`src/design/assert_macros.svh`:
```
// Assertion macros used by the radix digit converter RTL.
// Each macro expects signals named clk and rst_n in the scope where it is used.
`ifndef ASSERT_MACROS_SVH
`define ASSERT_MACROS_SVH

// Same-cycle implication, checked outside reset
`define RDC_ASSERT_IMP(name, ante, cons, msg) \
    name: assert property (@(posedge clk) disable iff (!rst_n) (ante) |-> (cons)) \
        else $error(msg);

// Next-cycle implication, checked outside reset
`define RDC_ASSERT_NXT(name, ante, cons, msg) \
    name: assert property (@(posedge clk) disable iff (!rst_n) (ante) |=> (cons)) \
        else $error(msg);

`endif

```
`src/design/rdc_pkg.sv`:
```
// Shared constants, types and helper functions for the radix digit converter.
// No dependencies; imported by rdc_div_serial and radix_digit_converter.
package rdc_pkg;

    // Value and digit store sizing
    localparam int VALUE_BITS  = 31;
    localparam int DIGIT_SLOTS = 32;
    localparam int SLOT_W      = $clog2(DIGIT_SLOTS);
    localparam int COUNT_W     = $clog2(DIGIT_SLOTS + 1);
    localparam int STEP_W      = $clog2(VALUE_BITS + 1);
    localparam int IN_TDATA_W  = ((VALUE_BITS + 7) / 8) * 8;

    // Field widths
    localparam int RADIX_W     = 5;
    localparam int DIGIT_W     = 4;
    localparam int CHAR_W      = 7;
    localparam int OUT_TDATA_W = ((CHAR_W + 7) / 8) * 8;

    // Radix limits and reset value
    localparam logic [RADIX_W-1:0] RADIX_MIN   = RADIX_W'(2);
    localparam logic [RADIX_W-1:0] RADIX_MAX   = RADIX_W'(16);
    localparam logic [RADIX_W-1:0] RADIX_RESET = RADIX_W'(10);

    // Character codes
    localparam logic [CHAR_W-1:0] CHAR_ZERO = CHAR_W'(8'h30);
    localparam logic [CHAR_W-1:0] CHAR_A    = CHAR_W'(8'h41);
    localparam logic [CHAR_W-1:0] CHAR_F    = CHAR_W'(8'h46);
    localparam logic [CHAR_W-1:0] CHAR_NINE = CHAR_W'(8'h39);

    // Divider status toward the controller
    typedef struct packed {
        logic done;     // one-cycle pulse: quotient and remainder valid
        logic nonzero;  // quotient of the finished division is not zero
    } div_status_t;

    // Force the radix into the legal range 2..16
    function automatic logic [RADIX_W-1:0] clamp_radix(input logic [RADIX_W-1:0] r);
        if (r < RADIX_MIN)
            return RADIX_MIN;
        else if (r > RADIX_MAX)
            return RADIX_MAX;
        else
            return r;
    endfunction

    // Map a digit value to its ASCII character
    function automatic logic [CHAR_W-1:0] ascii_of(input logic [DIGIT_W-1:0] d);
        if (d < DIGIT_W'(10))
            return CHAR_ZERO + CHAR_W'(d);
        else
            return CHAR_A + CHAR_W'(d) - CHAR_W'(10);
    endfunction

endpackage

```
`src/design/rdc_div_serial.sv`:
```
// Bit-serial restoring divider: one quotient bit per clock, VALUE_BITS steps.
// Depends on rdc_pkg for widths and the status struct.
module rdc_div_serial
    import rdc_pkg::*;
(
    input  logic                  clk,
    input  logic                  rst_n,
    input  logic                  start,
    input  logic [VALUE_BITS-1:0] dividend,
    input  logic [RADIX_W-1:0]    divisor,
    output logic [VALUE_BITS-1:0] quotient,
    output logic [DIGIT_W-1:0]    remainder,
    output div_status_t           status
);

    logic [VALUE_BITS-1:0] q_reg, q_next;
    logic [DIGIT_W-1:0]    rem_reg, rem_next;
    logic [STEP_W-1:0]     step_reg, step_next;
    logic                  busy_reg, busy_next;
    logic                  done_reg, done_next;
    logic                  nz_reg, nz_next;
    logic [RADIX_W-1:0]    trial;
    logic                  qbit;

    // Shift in the next dividend bit and try a subtract
    assign trial = {rem_reg, q_reg[VALUE_BITS-1]};
    assign qbit  = (trial >= divisor);

    always_comb
    begin
        q_next    = q_reg;
        rem_next  = rem_reg;
        step_next = step_reg;
        busy_next = busy_reg;
        done_next = 1'b0;
        nz_next   = nz_reg;
        if (start)
        begin
            q_next    = dividend;
            rem_next  = '0;
            step_next = STEP_W'(VALUE_BITS);
            busy_next = 1'b1;
            nz_next   = 1'b0;
        end
        else if (busy_reg)
        begin
            q_next    = {q_reg[VALUE_BITS-2:0], qbit};
            rem_next  = qbit ? DIGIT_W'(trial - divisor) : DIGIT_W'(trial);
            nz_next   = nz_reg | qbit;
            step_next = step_reg - 1'b1;
            if (step_reg == STEP_W'(1))
            begin
                busy_next = 1'b0;
                done_next = 1'b1;
            end
        end
    end

    // Control state
    always_ff @(posedge clk or negedge rst_n)
    begin
        if (!rst_n)
        begin
            step_reg <= '0;
            busy_reg <= 1'b0;
            done_reg <= 1'b0;
            nz_reg   <= 1'b0;
        end
        else
        begin
            step_reg <= step_next;
            busy_reg <= busy_next;
            done_reg <= done_next;
            nz_reg   <= nz_next;
        end
    end

    // Datapath shift registers
    always_ff @(posedge clk)
    begin
        q_reg   <= q_next;
        rem_reg <= rem_next;
    end

    assign quotient       = q_reg;
    assign remainder      = rem_reg;
    assign status.done    = done_reg;
    assign status.nonzero = nz_reg;

endmodule

```
`src/design/radix_digit_converter.sv`:
```
// Radix digit converter top level: control, digit store and stream ports.
// Depends on rdc_pkg, rdc_div_serial and assert_macros.svh.
//
// Usage:
//   Write the radix (2..16, values outside are clamped, reset 10) through
//   cfg_we/cfg_wdata while the block is idle.
//   Present a number on s_tdata[30:0] with s_tvalid. s_tready is high only
//   while the block is idle; one number is converted at a time.
//   The digits leave on m_tdata[6:0] as ASCII '0'-'9' and 'A'-'F', most
//   significant first; m_tlast marks the least significant digit. An input
//   of zero gives the single digit '0'.
// Sequence:
//   Each digit comes from the bit-serial divider, least significant first,
//   into the store; then each digit is read from the store and presented,
//   most significant first.
// Reset:
//   rst_n clears control state and sets the radix to 10; the store is not
//   cleared, every digit is written before it is read.
// Stall:
//   A digit holds on m_tdata/m_tlast while m_tready is low; nothing advances.
module radix_digit_converter
    import rdc_pkg::*;
(
    input  logic                   clk,
    input  logic                   rst_n,
    // Configuration
    input  logic                   cfg_we,
    input  logic [RADIX_W-1:0]     cfg_wdata,      // radix
    // Input stream
    input  logic                   s_tvalid,
    output logic                   s_tready,
    input  logic [IN_TDATA_W-1:0]  s_tdata,        // [30:0] number_in, rest zero
    // Output stream
    output logic                   m_tvalid,
    input  logic                   m_tready,
    output logic [OUT_TDATA_W-1:0] m_tdata,        // [6:0] digit_char, [7] zero
    output logic                   m_tlast         // last_digit
);

`include "assert_macros.svh"

    // Controller states
    localparam logic [1:0] ST_IDLE = 2'd0;
    localparam logic [1:0] ST_DIV  = 2'd1;
    localparam logic [1:0] ST_READ = 2'd2;
    localparam logic [1:0] ST_SHOW = 2'd3;

    logic [1:0]            state_reg, state_next;
    logic [RADIX_W-1:0]    radix_reg;
    logic [COUNT_W-1:0]    count_reg, count_next;
    logic [COUNT_W-1:0]    count_inc;
    logic [SLOT_W-1:0]     slot_reg, slot_next;
    logic [DIGIT_W-1:0]    digit_store [DIGIT_SLOTS];
    logic [DIGIT_W-1:0]    rd_digit_reg;
    logic                  in_xfer, out_xfer;
    logic                  div_start;
    logic [VALUE_BITS-1:0] div_dividend;
    logic [VALUE_BITS-1:0] div_quotient;
    logic [DIGIT_W-1:0]    div_remainder;
    div_status_t           div_stat;
    logic                  store_we;
    logic                  conv_end;

    assign in_xfer   = s_tvalid && s_tready;
    assign out_xfer  = m_tvalid && m_tready;
    assign count_inc = count_reg + 1'b1;
    assign store_we  = (state_reg == ST_DIV) && div_stat.done;
    assign conv_end  = !div_stat.nonzero || (count_inc == COUNT_W'(DIGIT_SLOTS));

    // Hold the clamped radix
    always_ff @(posedge clk or negedge rst_n)
    begin
        if (!rst_n)
            radix_reg <= RADIX_RESET;
        else if (cfg_we)
            radix_reg <= clamp_radix(cfg_wdata);
    end

    // Start a division on a new number or on the previous quotient
    assign div_start    = in_xfer || (store_we && !conv_end);
    assign div_dividend = in_xfer ? s_tdata[VALUE_BITS-1:0] : div_quotient;

    rdc_div_serial u_div (
        .clk       (clk),
        .rst_n     (rst_n),
        .start     (div_start),
        .dividend  (div_dividend),
        .divisor   (radix_reg),
        .quotient  (div_quotient),
        .remainder (div_remainder),
        .status    (div_stat)
    );

    // Sequence: divide out digits, then read them back most significant first
    always_comb
    begin
        state_next = state_reg;
        count_next = count_reg;
        slot_next  = slot_reg;
        unique case (state_reg)
            ST_IDLE:
            begin
                if (in_xfer)
                begin
                    count_next = '0;
                    state_next = ST_DIV;
                end
            end
            ST_DIV:
            begin
                if (div_stat.done)
                begin
                    count_next = count_inc;
                    if (conv_end)
                    begin
                        slot_next  = count_reg[SLOT_W-1:0];
                        state_next = ST_READ;
                    end
                end
            end
            ST_READ:
            begin
                state_next = ST_SHOW;
            end
            ST_SHOW:
            begin
                if (out_xfer)
                begin
                    if (slot_reg == '0)
                        state_next = ST_IDLE;
                    else
                    begin
                        slot_next  = slot_reg - 1'b1;
                        state_next = ST_READ;
                    end
                end
            end
            default:
            begin
                state_next = ST_IDLE;
            end
        endcase
    end

    always_ff @(posedge clk or negedge rst_n)
    begin
        if (!rst_n)
        begin
            state_reg <= ST_IDLE;
            count_reg <= '0;
            slot_reg  <= '0;
        end
        else
        begin
            state_reg <= state_next;
            count_reg <= count_next;
            slot_reg  <= slot_next;
        end
    end

    // Digit store: write each remainder, registered read for the output
    always_ff @(posedge clk)
    begin
        if (store_we)
            digit_store[count_reg[SLOT_W-1:0]] <= div_remainder;
        if (state_reg == ST_READ)
            rd_digit_reg <= digit_store[slot_reg];
    end

    // Stream outputs
    assign s_tready = (state_reg == ST_IDLE);
    assign m_tvalid = (state_reg == ST_SHOW);
    assign m_tdata  = OUT_TDATA_W'(ascii_of(rd_digit_reg));
    assign m_tlast  = (slot_reg == '0);

    // Checks
    `RDC_ASSERT_IMP(a_one_side, s_tready, !m_tvalid, "input taken while a digit is shown")
    `RDC_ASSERT_IMP(a_done_in_div, div_stat.done, state_reg == ST_DIV,
                    "divider finished outside the divide phase")
    `RDC_ASSERT_NXT(a_last_frees, out_xfer && m_tlast, s_tready,
                    "block not idle after the last digit")
    `RDC_ASSERT_IMP(a_char_range, m_tvalid,
                    (m_tdata[6:0] >= CHAR_ZERO && m_tdata[6:0] <= CHAR_NINE) ||
                    (m_tdata[6:0] >= CHAR_A && m_tdata[6:0] <= CHAR_F),
                    "digit character out of range")

endmodule
```
`config.mk`:
```
export PLATFORM = sky130hd
export DESIGN_NAME = radix_digit_converter
export DESIGN_NICKNAME = d
export VERILOG_FILES = /design/src/design/rdc_pkg.sv /design/src/design/rdc_div_serial.sv /design/src/design/radix_digit_converter.sv
export VERILOG_INCLUDE_DIRS = /design/src /design/src/design
export SDC_FILE = /design/constraint.sdc
export NUM_CORES = 1
export LEC_CHECK = 0
export BUFFER_PORTS_ARGS = -buffer_cell sky130_fd_sc_hd__buf_2
export CORE_MARGIN = 2
export CORE_UTILIZATION = 43
export DETAILED_ROUTE_END_ITERATION = 12
export GPL_ROUTABILITY_DRIVEN = 0
export PLACE_DENSITY = 0.72
export SLEW_MARGIN = 0
export SYNTH_ARGS = -nofsm -noshare
export SYNTH_HDL_FRONTEND = slang
export SYNTH_SLANG_ARGS = --single-unit
```
`constraint.sdc`:
```
create_clock -name clk -period 4.5 [get_ports clk]
set_input_delay 0.45 -clock clk [delete_from_list [all_inputs] [get_ports clk]]
set_output_delay 0.45 -clock clk [all_outputs]
set_load 0.03 [all_outputs]
```
Word-level counts from Yosys, hierarchy flattened

Memory sizes are Yosys's and may differ from the RTL's. A register that Yosys moved wholly into a read port is not among the register bits.
Cells that the tools add are included.

Flip-flop bits (word level): 61
Memory bits (writable): 128
Bits of input ports: 42
Logic and storage cells: 84
Memories kept: 1

Memories:

| name        | words | bits a word | rd ports | clocked after memory_dff | write ports | line                        | source |
|---|---|---|---|---|---|---|---|
| digit_store | 32    | 4           | 1        | 1                        | 1           | radix_digit_converter.sv:53 | `logic [DIGIT_W-1:0] digit_store [DIGIT_SLOTS];` |

Add/subtract/negate cells: 7
Order comparisons: 4
Equality and inequality tests: 11
Multiplexer cells: 33
Bitwise logic cells: 1
Reduce and logical (&&, ||, !) cells: 17

Operators by type and width:

| cell                  | number |
|---|---|
| $mux W31              | 3 |
| $mux W5               | 8 |
| $mux W6               | 2 |
| $pmux W6 S2           | 1 |
| $mux W1               | 10 |
| $mux W2               | 5 |
| $pmux W5 S2           | 1 |
| $sub A5 B1 Y5 const B | 2 |
| $pmux W2 S4           | 1 |
| $add A6 B4 Y7 const A | 1 |
| $add A7 B4 Y7 const A | 1 |
| $mux W7               | 1 |
| $sub A7 B4 Y7 const B | 1 |
| $add A6 B1 Y6 const B | 1 |
| $eq A6 B6 Y1 const B  | 1 |
| $ne A2 B1 Y1 const B  | 3 |
| $ne A2 B2 Y1 const B  | 3 |
| $reduce_bool A2 Y1    | 3 |
| $eq A5 B1 Y1 const B  | 1 |
| $ge A5 B5 Y1          | 1 |
| $gt A5 B5 Y1 const B  | 1 |
| $logic_not A5 Y1      | 1 |
| $lt A5 B2 Y1 const B  | 1 |
| $reduce_and A5 Y1     | 1 |
| other kinds (13)      | 19 |

Depth between registers and ports, before layout

Gate-level depths: netlist (run 1).

Word-level depth: 8
Depth in mapped cells: 10
Depth with buffers taken out: 8

Modules after synthesis

Synthesis (run 1) repeated with hierarchy kept, for this count alone.

Cell total of the unflattened synthesis: 582
Area, all modules: 8957.3 µm²

Modules (own cells, without submodules):

| module                | times used | cells an instance | area an instance (µm²) |
|---|---|---|---|
| radix_digit_converter | 1          | 431               | 6849.1 |
| rdc_div_serial        | 1          | 151               | 2108.3 |

Worst setup path after synthesis (run 1)

Ideal clock, no wire load.

Path kind: register to register
From: register count_reg[1]
To: register u_div.q_reg[10], in the netlist u_div.quotient[10] (data pin)
Setup time: 0.262 ns
Arrival: 2.113 ns
Path slack: 2.125 ns
Stages on the path, launching flop included: 8
Path buffers: 2
Path through: dfrtp_1 -> buf_2 -> a211o_1 -> a22o_1 -> o41a_4 -> a21oi_4 -> buf_6 -> mux2_1

Longest elaborated chain between the ends: 7

Ends and longest elaborated chain:

| item                   | line                         | source |
|---|---|---|
| from (decl)            | radix_digit_converter.sv:50  | `logic [COUNT_W-1:0] count_reg, count_next;` |
| from (signal assigned) | radix_digit_converter.sv:156 | `count_reg <= count_next;` |
| $add A6 B1 Y6          | radix_digit_converter.sv:66  | `assign count_inc = count_reg + 1'b1;` |
| $eq A6 B6 Y1           | radix_digit_converter.sv:68  | `assign conv_end = !div_stat.nonzero \|\| (count_inc == COUNT_W'(DIGIT_SLOTS));` |
| $logic_or A1 B1 Y1     | radix_digit_converter.sv:68  |  |
| $logic_not A1 Y1       | radix_digit_converter.sv:80  | `assign div_start = in_xfer \|\| (store_we && !conv_end);` |
| $logic_and A1 B1 Y1    | radix_digit_converter.sv:80  |  |
| $logic_or A1 B1 Y1     | radix_digit_converter.sv:80  |  |
| $mux W31               | rdc_div_serial.sv:37         | `if (start)` |
| net u_div.q_next[10]   | rdc_div_serial.sv:16         | `logic [VALUE_BITS-1:0] q_reg, q_next;` |
| to (signal assigned)   | rdc_div_serial.sv:81         | `q_reg <= q_next;` |
| to (decl)              | rdc_div_serial.sv:16         |  |

The timed path passes the listed nets, and every way through them passes these cells.
A chain may end at the register's enable or synchronous reset.

Worst setup path after layout (run 1)

From: register count_reg[2]
To: register u_div.q_reg[30], in the netlist u_div.quotient[30] (data pin)

Same word-level chain as after synthesis.

==> flow_metrics.py, run 1 <==
metrics = {
    "logic_synthesis": {
        "synth_area_leaders": "edfxtp_1 57%, dfrtp_1 7.0%, mux2i_1 4.1%",
        "synth_seq_area_share_pct": 65.7,
        "synth_warnings": 0,
        "syn-num-nets": 677,
        "synth_common_cells": "163 x edfxtp_1, 49 x nor2_1, 41 x nand2_1",
        "synth_seq_cells": 193,
        "synthArstFlopShare_pct": 13.5,
        "synth_edf_count": 163,
        "syn_inst": 620,
        "synth_ff_type": "edfxtp_1",
        "avgSynthCellArea_sq_um": 13.8,
        "yosysTopAreaCellShare_pct": 57.1,
        "synth.distinct_cells": 59,
        "synth_most_common_cell": "edfxtp_1",
        "synth_top_area_cell": "edfxtp_1",
        "syn_area_sq_um": 8570,
    },
    "clocking": {
        "cts.sink_count": 193,
        "cts_max_level": 4,
        "clk_pin_slew_ns": 0.07,
        "cts_root_buf": "clkbuf_16",
        "post_cts_resized": 0,
        "clk_latency_ns": 0.43,
        "post_cts_buffers": 0,
        "cts_buffer_depth": 2,
        "cts_tree": "yes",
        "holdBufCountCts": 0,
        "cts_made_buffers": 17,
    },
    "final_layout": {
        "nNetsFinal": 720,
        "fin_cells": 941,
        "drive_gt1_share_pct": 17.3,
        "largest_reg_flops": 128,
        "final_util_pct": 49.1,
        "nFillCells": 1696,
        "syn_to_final_growth_pct": 12.0,
        "diodes": 0,
    },
    "setup_path": {
        "critical_path_class": "reg2reg",
        "cp-start-kind": "register",
        "rr_startpoint": "count_reg[2]",
        "crit_family": "compound AO/OA/AOI/OAI gates",
        "crit_chain": "nand3_1, a22o_1, o41a_4, a21oi_4, mux2_2",
        "slowest_delay_ns": 0.83,
        "cp_data_required_time_ns": 4.69,
        "path_max_fanout": 36,
        "crit_path_end_kind": "register",
        "startpoint": "count_reg[2]",
        "critPathBufInv": 0,
        "slowest_stage": "a21oi_4",
        "critical_path_arrival_ns": 3.39,
    },
    "routing": {
        "drt_iter0_drc": 392,
        "drt_wl_total_microns": 16400,
        "antenna_left": 0,
        "viasPerCell": 5.47,
        "drt_pass1_iterations": 7,
        "drc": 0,
        "wire_per_inst_microns": 17.4,
        "via_count": 5147,
    },
    "sta": {
        "worst_pin_slew_ns": 1.04,
        "fmax_mhz": 312,
        "finalHoldViolations": 0,
        "period_share_pct": 71.2,
        "setup_tns_ns": 0,
        "worst_slack_ns": 1.29,
        "finalSetupViolations": 0,
        "slew_headroom_pct": 30.4,
        "slew_viol_final": 0,
        "rsz0062_at_grt": "false",
        "period_needed_ns": 3.21,
        "skew_ns": 0.0119,
    },
    "power_and_ir_drop": {
        "p_leak_uw": 0.00353,
        "power.internal_uw": 3850,
        "power_frac_comb_pct": 27.2,
        "vdd_ir_drop_max_mv": 0.325,
        "swShare_pct": 32.4,
        "p_sw_uw": 1840,
        "powerDensity_nw_per_um2": 593,
        "clkPwrFrac_pct": 24.5,
        "seqPwrFrac_pct": 48.3,
    },
    "die": {
        "num_io_pins": 53,
        "die_h_microns": 145,
        "initial_utilization_pct": 43.9,
        "die_x_microns": 145,
        "die_area_sq_um": 21100,
        "coreArea_sq_um": 19500,
        "num_rows": 51,
    },
    "global_routing": {
        "grt_overflow_total": 0,
        "grt_max_degree": 41,
        "grt_pass1_wl_microns": 26500,
        "grtUsageTotal_pct": 16.0,
        "antenna_found_initial": 0,
        "grt_pass1_vias": 5242,
    },
    "hold_path": {
        "hp-class": "in2async",
    },
    "run": {
        "maxCapViolations": 0,
    },
    "placed_design": {
        "hpwl_microns": 10800,
        "dp_cells": 909,
        "port-buffer-count": 50,
        "pre_cts_ws_ns": 1.30,
    },
    "status": {
        "status": "finished clean",
    },
}
==> power by group through the flow <==
stage	Clock, uW	Combinational (uW)	Sequential [uW]
3_5_place_dp	0	1550	2780
2_1_floorplan	0	1190	2690
4_1_cts	1420	1560	2750
5_1_grt	1490	1720	2790
6_report	1400	1550	2750
3_3_place_gp	0	1460	2770
==> worst register-to-register path: cells and delay by family, from the launching register on <==
family | cells | cell delay (ns)
AO/OA/AOI/OAI | 3 | 1.57
flip-flops | 1 | 0.61
multiplexers | 1 | 0.43
AND/OR/NAND/NOR | 1 | 0.35
==> cell type report <==
cell class                      count  area (sq um)  area share (%)
Sequential cell                   193          5630            58.7
Multi-Input combinational cell    371          2690            28.1
Clock buffer                       22           475            4.95
Tap cell                          265           332            3.46
Timing Repair Buffer               57           303            3.16
Inverter                           23          86.3           0.900
Clock inverter                     10          77.6           0.808
==> cell families (layout without fill, tap and decap cells) <==
group	count (synthesis)	count (layout)	synth area share [%]
xor gates and xnor gates	10	10	1.02
and+or+nand+nor	167	167	9.55
adders and majority gates	15	15	2.28
muxes	81	81	11.2
AOI/OAI and AO/OA	97	97	7.36
DFF	193	193	65.7
buffers and inverters	56	112	2.85
other	1	1	0.0438
==> metal layers <==
metal	vias to the layer above	track usage [%]	wire length (microns)
met5	-	0	0
met4	0	6.13	324
met3	28	4.43	1150
met2	181	26.7	8030
met1	2518	20.0	6890
li1	2420	-	-
==> final timing paths <==
| path | end | slack (ns) | cells past startpoint |
|---|---|---|---|
| worst max-delay path | u_div.quotient[30] | 1.29 | 5 |
| worst min-delay path | u_div.step_reg[4] | 0.02 | 1 |
| worst max register to register | u_div.quotient[30] | 1.29 | 5 |
| worst min register to register | u_div.quotient[29] | 0.54 | 1 |
| max in group asynchronous | slot_reg[1] | 4.04 | 1 |
| min in group clk | radix_reg[0] | 0.29 | 3 |
==> layout by cell type (no fill, tap or decap), types with 18 or more instances in the layout <==
cell type and n:
a21oi_1 30, buf_2 50, clkbuf_16 18, dfrtp_1 23, edfxtp_1 163, inv_1 22, mux2_1 26, mux2i_1 35
nand2_1 41, nor2_1 49, o21ai_0 21
==> metrics by stage <==
| step | instance area, sq um | hold WS (ns) | power, uW |
|---|---|---|---|
| floorplan | 8570 | 0.154 | 3870 |
| global placement | 9040 | 0.478 | 4230 |
| detailed placement | 9040 | 0.491 | 4330 |
| CTS | 9600 | 0.0254 | 5720 |
| global route | 9600 | 0.0530 | 6000 |
| finish | 9600 | 0.0211 | 5690 |
(Power assumes the default switching activity.)
==> run 2: changes to the inputs <==
- ABC_AREA: not set -> 1
- PLACE_DENSITY: 0.72 -> 0.74
- clock period: 4.5 -> 2.6 ns (I/O delays scaled with it)
==> flow_metrics.py, run 2 <==
metrics = {
    "routing": {
        "dr_wl_met3_microns": 1220,
        "met2_length_microns": 8420,
        "dr.max_layer_used": "met4",
        "drc": 0,
        "via_count": 5952,
        "met1_length_microns": 7490,
        "drt_wl_total_microns": 17600,
        "viasPerCell": 5.16,
        "drt_iter0_drc": 543,
        "antenna_left": 0,
        "drt_pass1_iterations": 5,
        "wire_per_inst_microns": 15.3,
    },
    "setup_path": {
        "r2r_end": "u_div.quotient[0]",
        "critical_path_class": "reg2out",
        "cp-start-kind": "register",
        "cp_data_required_time_ns": 2.34,
        "critical_path_arrival_ns": 2.10,
        "rr_startpoint": "count_reg[1]",
        "crit_path_end_kind": "output pin",
        "worst_r2r_path_depth": 10,
        "reg2reg_slack_ns": 0.50,
        "path_max_fanout": 24,
    },
    "global_routing": {
        "grt_pass1_wl_microns": 28800,
        "grt_max_degree": 45,
        "grtUsageTotal_pct": 17.2,
        "grt_overflow_total": 0,
        "antenna_found_initial": 0,
        "grt_pass1_vias": 5788,
    },
    "power_and_ir_drop": {
        "vdd_ir_drop_max_mv": 0.588,
        "powerDensity_nw_per_um2": 1000,
        "p_leak_uw": 0.00385,
        "total_power_uw": 9690,
    },
    "logic_synthesis": {
        "avgSynthCellArea_sq_um": 10.4,
        "synth_seq_cells": 193,
        "yosysTopAreaCellShare_pct": 57.0,
        "synth_ff_type": "edfxtp_1",
        "synth_common_cells": "218 x nand2_1, 163 x edfxtp_1, 118 x nor2_1",
        "syn_inst": 825,
        "synth_top_area_cell": "edfxtp_1",
        "synth_seq_area_share_pct": 65.5,
        "synth_edf_count": 163,
        "syn_area_sq_um": 8590,
        "synth_most_common_cell": "nand2_1",
        "synth.distinct_cells": 34,
        "synthArstFlopShare_pct": 13.5,
        "synth_warnings": 0,
        "syn-num-nets": 882,
        "synth_area_leaders": "edfxtp_1 57%, nand2_1 9.5%, dfrtp_1 7.0%",
    },
    "sta": {
        "fmax_mhz": 423,
        "finalHoldViolations": 0,
        "period_share_pct": 90.9,
        "slew_viol_final": 0,
        "finalSetupViolations": 0,
        "worst_pin_slew_ns": 0.753,
        "period_needed_ns": 2.36,
        "rsz0062_at_grt": "false",
        "skew_ns": 0.00686,
        "slew_headroom_pct": 49.7,
        "hold-worst-slack_ns": 0.0648,
        "worst_slack_ns": 0.237,
        "setup_tns_ns": 0,
    },
    "clocking": {
        "cts.sink_count": 193,
        "clk_latency_ns": 0.44,
        "cts_tree": "yes",
        "cts_root_buf": "clkbuf_16",
        "cts_buffer_depth": 2,
        "cts_max_level": 4,
        "post_cts_resized": 0,
        "cts_made_buffers": 17,
        "clk_pin_slew_ns": 0.07,
    },
    "die": {
        "die_x_microns": 145,
        "die_h_microns": 145,
        "num_rows": 51,
        "coreArea_sq_um": 19500,
        "initial_utilization_pct": 44.0,
        "die_area_sq_um": 21100,
        "num_io_pins": 53,
    },
    "hold_path": {
        "min_delay_path_depth": 3,
        "hp-class": "in2reg",
        "hold_end": "radix_reg[3]",
        "min_from": "cfg_wdata[3]",
    },
    "placed_design": {
        "port-buffer-count": 50,
        "hpwl_microns": 11200,
        "pre_cts_ws_ns": 0.522,
    },
    "final_layout": {
        "syn_to_final_growth_pct": 12.6,
        "drive_gt1_share_pct": 12.4,
        "layout_common_cells": "218 x nand2_1, 163 x edfxtp_1, 118 x nor2_1",
        "diodes": 0,
        "nNetsFinal": 933,
        "largest_reg_flops": 128,
        "final_common_cell": "nand2_1",
    },
    "status": {
        "status": "finished clean",
    },
    "run": {
        "maxCapViolations": 0,
    },
}
## run 2: how the worst max path moves through the flow
stage	from	endpoint	slack (ns)
floorplan	count_reg[0]	u_div.quotient[0]	0.05
global placement	count_reg[1]	u_div.quotient[16]	0.53
detailed placement	count_reg[1]	u_div.quotient[16]	0.52
CTS	slot_reg[1]	m_tlast	0.21
global route	slot_reg[1]	m_tlast	0.13
finish	slot_reg[1]	m_tlast	0.24
## run 2: final cells by class
type | instances | area [sq um]
Sequential cell | 193 | 5630
Fill cell | 1773 | 9850
Tap cell | 265 | 332
Inverter | 53 | 199
Timing Repair Buffer | 66 | 400
Clock inverter | 14 | 115
Clock buffer | 18 | 429
Multi-Input combinational cell | 545 | 2570
## run 2: what timing repair did
item,4_1_cts,5_1_grt
endpoints found under the hold margin,25,0
buffers inserted,0,0
hold buffers,2,0
## run 2: critical path, cell delays in order (launching register included)
cell	delay (ns)
dfrtp_1	0.38
inv_1	0.56
ha_1	0.28
nand3_1	0.09
inv_1	0.14
buf_2	0.21
## run 2: cell families after synthesis
family          synth area share (%)
compound gates                  7.85
xor+xnor                       0.612
fa+ha+maj                       2.27
buf+inv                         4.66
flops                           65.5
other cells                   0.0436
simple gates                    19.1
## run 2: routing by layer
metal / vias to the layer above / GRT usage (%)
met5: - / 0
met4: 0 / 7.21
met3: 41 / 3.39
met2: 231 / 28.2
met1: 2766 / 22.6
li1: 2914 / -
## run 2: through the flow
step           std cells  util [%]  instance area (sq um)
2_1_floorplan        825         -                   8600
3_3_place_gp        1120      46.6                   9110
3_5_place_dp        1120      46.6                   9110
4_1_cts             1154      49.5                   9670
5_1_grt             1154      49.5                   9670
6_report            1154      49.5                   9670
## run 2: where the power goes
| part | leakage, uW | total, uW | internal, uW | switching [uW] |
|---|---|---|---|---|
| Sequential | 0.00185 | 4550 | 4290 | 267 |
| Combinational | 0.00173 | 2710 | 826 | 1880 |
| Clock | 0.000263 | 2430 | 1310 | 1120 |
| Total | 0.00385 | 9690 | 6420 | 3260 |
